File: config.mk
export PLATFORM = sky130hd
export DESIGN_NAME = bounded_dedup_key_set
export DESIGN_NICKNAME = d
export VERILOG_FILES = /design/src/rtl/core/bdks_pkg.sv /design/src/rtl/core/bdks_datapath.sv /design/src/rtl/core/bdks_ctrl.sv /design/src/rtl/core/bounded_dedup_key_set.sv
export SDC_FILE = /design/constraint.sdc
export NUM_CORES = 1
export LEC_CHECK = 0
export BUFFER_PORTS_ARGS = -buffer_cell sky130_fd_sc_hd__buf_2
export CORE_UTILIZATION = 54
export DETAILED_ROUTE_END_ITERATION = 8
export PLACE_DENSITY = 0.7
export SLEW_MARGIN = 0
export SYNTH_ARGS = -nofsm -noshare
export SYNTH_HDL_FRONTEND = slang
export SYNTH_SLANG_ARGS = --single-unit
File: constraint.sdc
create_clock -name clk -period 5.6 [get_ports clk]
set_input_delay 0.84 -clock clk [delete_from_list [all_inputs] [get_ports clk]]
set_output_delay 0.84 -clock clk [all_outputs]
set_load 0.05 [all_outputs]
File: src/rtl/core/bdks_pkg.sv
// Shared types and constants for the bounded dedup key set.
`default_nettype none
package bdks_pkg;

	localparam int OPCODE_W  = 2;
	localparam int KEY_W     = 32;
	localparam int EPOCH_W   = 32;
	localparam int COUNT_F_W = 5;
	localparam int S_TDATA_W = 96;
	localparam int M_TDATA_W = 40;

	localparam logic [OPCODE_W-1:0] OP_CLEAR  = 2'd0;
	localparam logic [OPCODE_W-1:0] OP_LOOKUP = 2'd1;
	localparam logic [OPCODE_W-1:0] OP_INSERT = 2'd2;

	typedef struct packed {
		logic load;
		logic step;
		logic commit;
	} cmd_t;

	typedef struct packed {
		logic scan_end;
	} status_t;

endpackage
`default_nettype wire

File: src/rtl/core/bdks_datapath.sv
// Key store, scan comparator, count and epoch registers, result register.
`default_nettype none
module bdks_datapath #(
	parameter int MAX_ENTRIES = 16
) (
	input  wire                            clk,
	input  wire                            arst_n,
	input  bdks_pkg::cmd_t                 cmd,
	output bdks_pkg::status_t              status,
	input  wire [bdks_pkg::OPCODE_W-1:0]   in_opcode,
	input  wire [bdks_pkg::S_TDATA_W-1:0]  in_data,
	output logic [bdks_pkg::M_TDATA_W-1:0] out_data
);

	localparam int CNT_W = $clog2(MAX_ENTRIES + 1);
	localparam int IDX_W = (MAX_ENTRIES > 1) ? $clog2(MAX_ENTRIES) : 1;
	localparam int KW2   = 2 * bdks_pkg::KEY_W;

	logic [KW2-1:0]                   mem_q [MAX_ENTRIES];
	logic [bdks_pkg::OPCODE_W-1:0]    op_q;
	logic [KW2-1:0]                   key_q;
	logic [bdks_pkg::EPOCH_W-1:0]     ep_arg_q;
	logic [bdks_pkg::EPOCH_W-1:0]     epoch_q;
	logic [CNT_W-1:0]                 count_q;
	logic [CNT_W-1:0]                 idx_q;
	logic [KW2-1:0]                   rd_s1;
	logic                             cmp_valid_s1;
	logic                             hit_q;
	logic [bdks_pkg::M_TDATA_W-1:0]   out_q;

	logic                             is_clear;
	logic                             is_scan;
	logic                             do_store;
	logic [CNT_W-1:0]                 count_next;
	logic [bdks_pkg::EPOCH_W-1:0]     epoch_next;
	logic [31:0]                      count_ext;
	logic                             answer;
	logic                             was_present;
	logic                             set_full;

	assign is_clear = (op_q == bdks_pkg::OP_CLEAR);
	assign is_scan  = op_q inside {bdks_pkg::OP_LOOKUP, bdks_pkg::OP_INSERT};
	assign status.scan_end = !is_scan || (idx_q >= count_q);

	assign do_store = (op_q == bdks_pkg::OP_INSERT) && !hit_q
		&& (count_q < CNT_W'(MAX_ENTRIES));

	always_comb begin
		count_next = count_q;
		if (is_clear) begin
			count_next = '0;
		end else if (do_store) begin
			count_next = count_q + CNT_W'(1);
		end
	end

	assign epoch_next  = is_clear ? ep_arg_q : epoch_q;
	assign count_ext   = 32'(count_next);
	assign was_present = is_scan && hit_q;
	assign answer      = was_present || do_store;
	assign set_full    = (count_next == CNT_W'(MAX_ENTRIES));

	// Store new key at the fill position; read one entry per scan step.
	always_ff @(posedge clk) begin
		if (cmd.commit && do_store) begin
			mem_q[count_q[IDX_W-1:0]] <= key_q;
		end
		if (cmd.step) begin
			rd_s1 <= mem_q[idx_q[IDX_W-1:0]];
		end
	end

	always_ff @(posedge clk) begin
		if (cmd.load) begin
			op_q     <= in_opcode;
			key_q    <= {in_data[63:32], in_data[31:0]};
			ep_arg_q <= in_data[95:64];
		end
		if (cmd.commit) begin
			out_q <= {epoch_next, count_ext[bdks_pkg::COUNT_F_W-1:0], set_full,
				was_present, answer};
		end
	end

	always_ff @(posedge clk or negedge arst_n) begin
		if (!arst_n) begin
			count_q      <= '0;
			epoch_q      <= '0;
			idx_q        <= '0;
			cmp_valid_s1 <= 1'b0;
			hit_q        <= 1'b0;
		end else begin
			cmp_valid_s1 <= cmd.step;
			if (cmd.load) begin
				idx_q <= '0;
				hit_q <= 1'b0;
			end else begin
				if (cmd.step) begin
					idx_q <= idx_q + CNT_W'(1);
				end
				if (cmp_valid_s1 && (rd_s1 == key_q)) begin
					hit_q <= 1'b1;
				end
			end
			if (cmd.commit) begin
				count_q <= count_next;
				epoch_q <= epoch_next;
			end
		end
	end

	assign out_data = out_q;

endmodule
`default_nettype wire

File: src/rtl/core/bdks_ctrl.sv
// Sequencer: accept, scan stored keys, commit result to the output register.
`default_nettype none
module bdks_ctrl (
	input  wire                clk,
	input  wire                arst_n,
	input  wire                s_tvalid,
	output logic               s_tready,
	output logic               m_tvalid,
	input  wire                m_tready,
	input  bdks_pkg::status_t  status,
	output bdks_pkg::cmd_t     cmd
);

	localparam logic [1:0] ST_IDLE   = 2'd0;
	localparam logic [1:0] ST_SCAN   = 2'd1;
	localparam logic [1:0] ST_COMMIT = 2'd2;

	logic [1:0] state_q;
	logic [1:0] state_next;
	logic       m_tvalid_q;

	assign s_tready   = (state_q == ST_IDLE);
	assign cmd.load   = s_tvalid && (state_q == ST_IDLE);
	assign cmd.step   = (state_q == ST_SCAN) && !status.scan_end;
	assign cmd.commit = (state_q == ST_COMMIT) && (!m_tvalid_q || m_tready);
	assign m_tvalid   = m_tvalid_q;

	always_comb begin
		state_next = state_q;
		case (state_q)
			ST_IDLE: begin
				if (s_tvalid) state_next = ST_SCAN;
			end
			// last compare lands in the cycle that sees scan_end
			ST_SCAN: begin
				if (status.scan_end) state_next = ST_COMMIT;
			end
			ST_COMMIT: begin
				if (cmd.commit) state_next = ST_IDLE;
			end
			default: state_next = ST_IDLE;
		endcase
	end

	always_ff @(posedge clk or negedge arst_n) begin
		if (!arst_n) begin
			state_q    <= ST_IDLE;
			m_tvalid_q <= 1'b0;
		end else begin
			state_q <= state_next;
			if (cmd.commit) begin
				m_tvalid_q <= 1'b1;
			end else if (m_tready) begin
				m_tvalid_q <= 1'b0;
			end
		end
	end

endmodule
`default_nettype wire

File: src/rtl/core/bounded_dedup_key_set.sv
// Top level of the bounded dedup key set.
//
//  channel | dir | transaction contents
//  s_*     | in  | tuser: opcode; tdata: key_high, key_low, epoch_value
//  m_*     | out | tdata: answer, was_present, set_full, entry_count, current_epoch
//
// A transaction is accepted, then scans the N stored keys for lookup and insert
// (none for clear) with the single comparator walking the key memory one entry
// per cycle, then commits its result; one item is in work at a time.
// Reset empties the set and zeroes the epoch; key memory needs no clearing.
// A result waits in the output register while m_tready is low; the next
// transaction is accepted meanwhile and holds at commit until the register frees.
`default_nettype none
module bounded_dedup_key_set #(
	parameter int MAX_ENTRIES = 16
) (
	input  wire                            clk,
	input  wire                            arst_n,
	input  wire                            s_tvalid,
	output logic                           s_tready,
	input  wire [bdks_pkg::S_TDATA_W-1:0]  s_tdata,  // key_high, key_low, epoch_value
	input  wire [bdks_pkg::OPCODE_W-1:0]   s_tuser,  // opcode
	output logic                           m_tvalid,
	input  wire                            m_tready,
	// answer, was_present, set_full, entry_count, current_epoch
	output logic [bdks_pkg::M_TDATA_W-1:0] m_tdata
);

	bdks_pkg::cmd_t    cmd;
	bdks_pkg::status_t status;

	bdks_ctrl u_ctrl (
		.clk      (clk),
		.arst_n   (arst_n),
		.s_tvalid (s_tvalid),
		.s_tready (s_tready),
		.m_tvalid (m_tvalid),
		.m_tready (m_tready),
		.status   (status),
		.cmd      (cmd)
	);

	bdks_datapath #(
		.MAX_ENTRIES (MAX_ENTRIES)
	) u_datapath (
		.clk       (clk),
		.arst_n    (arst_n),
		.cmd       (cmd),
		.status    (status),
		.in_opcode (s_tuser),
		.in_data   (s_tdata),
		.out_data  (m_tdata)
	);

endmodule
`default_nettype wire
==> impl_metrics.toml, run 1 <==
[run_status]
status = "completed"

[detailed_routing]
wirelength_um = 102000
num_vias = 21275
drt-initial-drc-count = 2266
vias_per_cell = 6.20
drc = 0
antenna_left = 0
routedWlPerCell_um = 29.6
firstDrtPassIters = 7

[power_and_ir_drop]
p_clk_share_pct = 34.1
peakVddDrop_uv = 416
power_per_cell_area_mw_per_mm2 = 454
p_seq_share_pct = 49.7
combinationalPowerShare_pct = 16.1
leakagePower_nw = 17.0
swShare_pct = 26.1
power.switching_mw = 6.41
p_total_mw = 24.6
intPower_mw = 18.2

[final_layout]
fill_cells = 5812
syn_to_final_growth_pct = 13.4
final_common_cell = "edfxtp_1"
nNetsFinal = 2290
mostFrequentLayoutCells = "edfxtp_1, mux4_2, buf_2"
fin_util_pct = 62.1
drive_above_1_share_pct = 33.9
final_cells = 3432

[synthesis]
synth.yosys.seq_area_share_pct = 79.5
netlist_instances = 1953
synth.avg_cell_area_um2 = 24.5
synth_nets = 2067
ys_ff_latch = 1273
synth_cell_types = 41
yosysWarnings = 0
syn_area_mm2 = 0.0478

[sta]
slew_violations = 0
setup_slack_ns = 1.50
setup_viol = 0
timing.fmax_mhz = 244
fin_crit_sh_pct = 73.2
slew_headroom_pct = 16.1
rsz0062_at_grt = "false"
finalClockSkew_ns = 0.0290
finalSetupTns_ns = 0
hold_viol_final = 0
layout_min_cycle_time_ns = 4.10
tightest_slew_ns = 1.26

[grt]
grt_overflow = 0
antenna_found_initial = 2
first_global_vias = 22283
grt_first_pass_wirelength_um = 150000
grt_start_max_net_pins = 174
grt.total_usage_pct = 23.2

[flow_run]
cap_viol_max_count = 0

[worst_setup_path]
critical_path_class = "reg2reg"
rr_worst_depth = 8
cp_max_fo = 37
startpoint_type = "register"
arrival_ns = 4.55
worstSetupEndpointType = "register"
cp.required_ns = 6.05

[clock_tree]
numCtsBuffers = 131
cts_tree = "yes"
ctsHoldBuffers = 0
cts_buffer_depth = 3
clk_pin_slew_ns = 0.06
cts_resized = 0
cts_max_level = 4
post_cts.repair.setup_buffers = 0
cts-root-buf = "clkbuf_16"
cts_sinks = 1273
clk_latency_ns = 0.74

[floorplan]
boundaryPins = 144
core_mm2 = 0.0873
rows = 108
chipWidth_um = 300
dieArea_mm2 = 0.0897
die_h_um = 300
start_util_pct = 54.8

[placement]
gp_congestion = 0.791
place_ws_ns = 1.48
dp.cells = 3198
io_buffers = 143
dp.final_hpwl_um = 51400

[worst_hold_path]
min_path_type = "in2async"
-- cells in the mapped netlist (all sizes together) --
cell	count	area (um2)
nand4	11	68.8
edfxtp	1226	36800
nor3b	1	12.5
ha	12	150
buf	40	350
mux2	64	721
nor2b	4	25.0
nand3	2	10.0
nor3	5	25.0
mux2i	2	20.0
clkbuf	46	173
o31ai	3	22.5
o22ai	9	56.3
a2bb2oi	1	8.76
nor2	22	82.6
o21ai	6	30.0
a222oi	1	10.0
mux4	320	7210
dfrtp	47	1180
a21oi	4	20.0
nand2	20	75.1
a221o	1	10.0
inv	28	105
a2111oi	2	17.5
a21o	1	7.51
a22o	1	8.76
nand2b	3	18.8
or3	1	6.26
a221oi	3	26.3
o2bb2ai	1	8.76
xor2	24	210
and2	2	12.5
o211ai	2	15.0
or2	2	12.5
nor4	9	56.3
xnor2	27	236
-- logic make-up after synthesis --
| family | after synthesis | synth area share (%) |
|---|---|---|
| AOI/OAI and AO/OA | 35 | 0.505 |
| xor gates and xnor gates | 51 | 0.934 |
| adders and majority gates | 12 | 0.314 |
| buffers and inverters | 114 | 1.31 |
| DFF | 1273 | 79.5 |
| muxes | 386 | 16.6 |
| and+or+nand+nor | 82 | 0.848 |
-- state kept, by name, summed over array words and instances, names as in the netlist --
name	cells
u_datapath.mem_q	1024
u_datapath.key_q	64
u_datapath.rd_s1	64
u_datapath.out_data	40
u_datapath.ep_arg_q	32
u_datapath.epoch_q	32
u_datapath.count_q	5
u_datapath.idx_q	5
u_ctrl.state_q	2
u_datapath.op_q	2
u_ctrl.m_tvalid	1
u_datapath.cmp_valid_s1	1
u_datapath.hit_q	1
-- layer usage --
| layer | global-route usage (%) | vias to the layer above | wire (um) |
|---|---|---|---|
| li1 | - | 8745 | - |
| met1 | 33.0 | 11496 | 41400 |
| met2 | 38.3 | 885 | 52000 |
| met3 | 3.60 | 149 | 6380 |
| met4 | 5.66 | 0 | 1820 |
| met5 | 0 | - | 0 |
-- final timing paths --
| check | startpoint | endpoint | slack (ns) |
|---|---|---|---|
| min in group clk | s_tdata[43] | u_datapath.key_q[43] | 0.27 |
| hold / removal | arst_n | u_datapath.epoch_q[5] | 0.21 |
| max in group asynchronous | arst_n | u_datapath.idx_q[1] | 4.88 |
| setup / recovery | u_datapath.idx_q[0] | u_datapath.rd_s1[14] | 1.50 |
| hold reg to reg | u_datapath.epoch_q[30] | u_datapath.epoch_q[30] | 0.49 |
| setup reg to reg | u_datapath.idx_q[0] | u_datapath.rd_s1[14] | 1.50 |
-- layout make-up --
class / count / area [um2] / share of cell area [%]
multi-input combinational: 566 / 9340 / 17.2
clock buffer: 164 / 3470 / 6.41
clock inverter: 69 / 688 / 1.27
timing repair buffer: 176 / 1150 / 2.12
sequential: 1273 / 38000 / 70.1
antenna: 1 / 2.50 / 0.00462
inverter: 28 / 111 / 0.205
tap: 1155 / 1450 / 2.67
-- critical path: stages, from the launching register on --
cell,delay (ns)
dfrtp_4,0.90
inv_1,0.18
ha_1,0.33
nand2b_1,0.11
a21o_1,0.12
a21oi_1,0.07
o21ai_1,0.68
clkinv_2,0.88
buf_12,0.49
-- metrics by stage --
stage,hold slack [ns],instance area (um2)
after floorplan,0.454,47800
after global placement,0.465,50100
after detailed placement,0.484,50100
after CTS,0.209,54200
after global routing,0.240,54200
final,0.210,54200
-- power by group through the flow --
| stage | Clock (mW) | Combinational (mW) | Sequential [mW] |
|---|---|---|---|
| global placement | 0 | 3.95 | 12.4 |
| detailed placement | 0 | 4.01 | 12.4 |
| global route | 8.90 | 4.21 | 12.3 |
| finish | 8.39 | 3.97 | 12.2 |
| CTS | 8.52 | 4.03 | 12.2 |
| floorplan | 0 | 2.88 | 12.4 |
Power figures use the tool's default switching activity.
==> run 2: changes to the inputs <==
- PLACE_DENSITY: 0.7 -> 0.68
- clock period: 5.6 -> 3.8 ns (I/O delays scaled with it)
==> run 2 against run 1 <==
Critical path type unchanged. Highest routed layer unchanged. First-iteration DRC count down 4.6%. Combinational power rose by 56%. Final cell count is 2.1% higher. Largest cell class unchanged. Routed wire length increased by 0.61%. Clock-buffer cell count rose by 17. Global-route usage grew 0.17 points. Largest power group unchanged. Sequential power is 46% higher. Die area unchanged.
==> impl_metrics.toml, run 2 (synthesis gave the netlist of run 1 again) <==
[floorplan]
rows = 108
die_h_um = 300
boundaryPins = 144
dieArea_mm2 = 0.0897
chipWidth_um = 300
core_mm2 = 0.0873
start_util_pct = 54.8

[placement]
place_ws_ns = 0.696
io_buffers = 143
dp.final_hpwl_um = 53000
dp.cells = 3227
gp_congestion = 0.763

[grt]
grt.total_usage_pct = 23.4
grt_start_max_net_pins = 155
grt_first_pass_wirelength_um = 150000
antenna_found_initial = 1
first_global_vias = 22501
grt_overflow = 0

[final_layout]
nNetsFinal = 2363
seq_area_mm2 = 0.0380
largest_register_ffs = 1024
mostFrequentLayoutCells = "edfxtp_1, mux4_2, buf_2"
fill_cells = 5792
drive_above_1_share_pct = 33.4
multi_input_area_mm2 = 0.00933
final_cells = 3503
syn_to_final_growth_pct = 15.0
final_common_cell = "edfxtp_1"

[sta]
setup_viol = 0
slew_violations = 0
finalClockSkew_ns = 0.0230
whs_ns = 0.0432
setup_slack_ns = 0.578
hold_viol_final = 0
slew_headroom_pct = 21.9
finalSetupTns_ns = 0
rsz0062_at_grt = "false"
layout_min_cycle_time_ns = 3.22
timing.fmax_mhz = 310
tightest_slew_ns = 1.17
fin_crit_sh_pct = 84.8

[worst_setup_path]
cp.required_ns = 4.22
cp_slowest_cell = "o21ai_1"
critical_path_class = "reg2reg"
path_delay_family = "buffers and inverters"
worstSetupEndpointType = "register"
cp_cell_sequence = "inv_1, ha_1, nand2_1, o21ai_1, clkinv_2, buf_12"
cp_max_fo = 32
critical_path.max_stage_delay_ns = 0.70
timing.critical_path.buf_inv = 3
startpoint_type = "register"
arrival_ns = 3.64

[detailed_routing]
vias_per_cell = 6.14
antenna_left = 0
firstDrtPassIters = 5
drc = 0
routedWlPerCell_um = 29.2
num_vias = 21513
drt-initial-drc-count = 2161
wirelength_um = 102000

[clock_tree]
clk_pin_slew_ns = 0.06
cts_resized = 0
cts_buffer_depth = 3
clk_latency_ns = 0.71
numCtsBuffers = 132
cts_tree = "yes"
cts_sinks = 1273
cts_max_level = 4
cts-root-buf = "clkbuf_16"

[run_status]
status = "completed"

[worst_hold_path]
min_path_type = "in2reg"

[power_and_ir_drop]
peakVddDrop_uv = 573
p_total_mw = 36.5
leakagePower_nw = 17.4
power_per_cell_area_mw_per_mm2 = 664

[flow_run]
cap_viol_max_count = 0
run 2: cell types whose count changed in the layout (fill, tap and decap cells not counted), sizes merged:
cell         change
inv              -3
dlygate4sd3     +43
clkbuf          +17
clkinvlp         -2
clkinv          -17
bufinv           +4
buf             +29
run 2: per-stage QoR:
stage | instance area (um2) | utilization [%]
floorplan | 47800 | -
global placement | 50400 | 57.7
CTS | 55000 | 63.0
global route | 55000 | 63.0
detailed placement | 50400 | 57.7
finish | 55000 | 63.0
run 2: metal layers:
layer	GRT usage, %	part of all wire (%)	vias up
met5	0	0	-
met4	6.50	2.3	0
met3	4.49	6.7	151
met2	37.8	50	815
met1	33.0	41	11658
li1	-	-	8889
run 2: power breakdown:
group / internal [mW] / switching [mW]
clock: 7.44 / 5.06
sequential: 17.0 / 0.826
combinational: 2.85 / 3.35
total: 27.3 / 9.24
run 2: area by class of cell:
class                      count  share of cell area (%)
antenna                        1                 0.00455
tap                         1155                    2.63
clock buffer                 181                    6.63
sequential                  1273                    69.1
clock inverter                51                   0.958
timing repair buffer         248                    3.48
inverter                      28                   0.203
multi-input combinational    566                    17.0
run 2: path summary, 6_finish.rpt:
kind / end / slack (ns) / cells after the start / startpoint
min in group asynchronous: u_datapath.epoch_q[27] / 0.06 / 1 / arst_n
setup / recovery: u_datapath.rd_s1[10] / 0.58 / 6 / u_datapath.count_q[3]
hold / removal: u_datapath.key_q[33] / 0.04 / 1 / s_tdata[33]
max in group asynchronous: u_datapath.idx_q[1] / 2.94 / 1 / arst_n
setup reg to reg: u_datapath.rd_s1[10] / 0.58 / 6 / u_datapath.count_q[3]
hold reg to reg: u_datapath.epoch_q[21] / 0.50 / 1 / u_datapath.epoch_q[21]
run 2: timing repair:
item	4_1_cts	5_1_grt
hold buffers	43	0
hold endpoints to repair	43	0
setup buffers	0	0
endpoints found under the setup margin	0	0
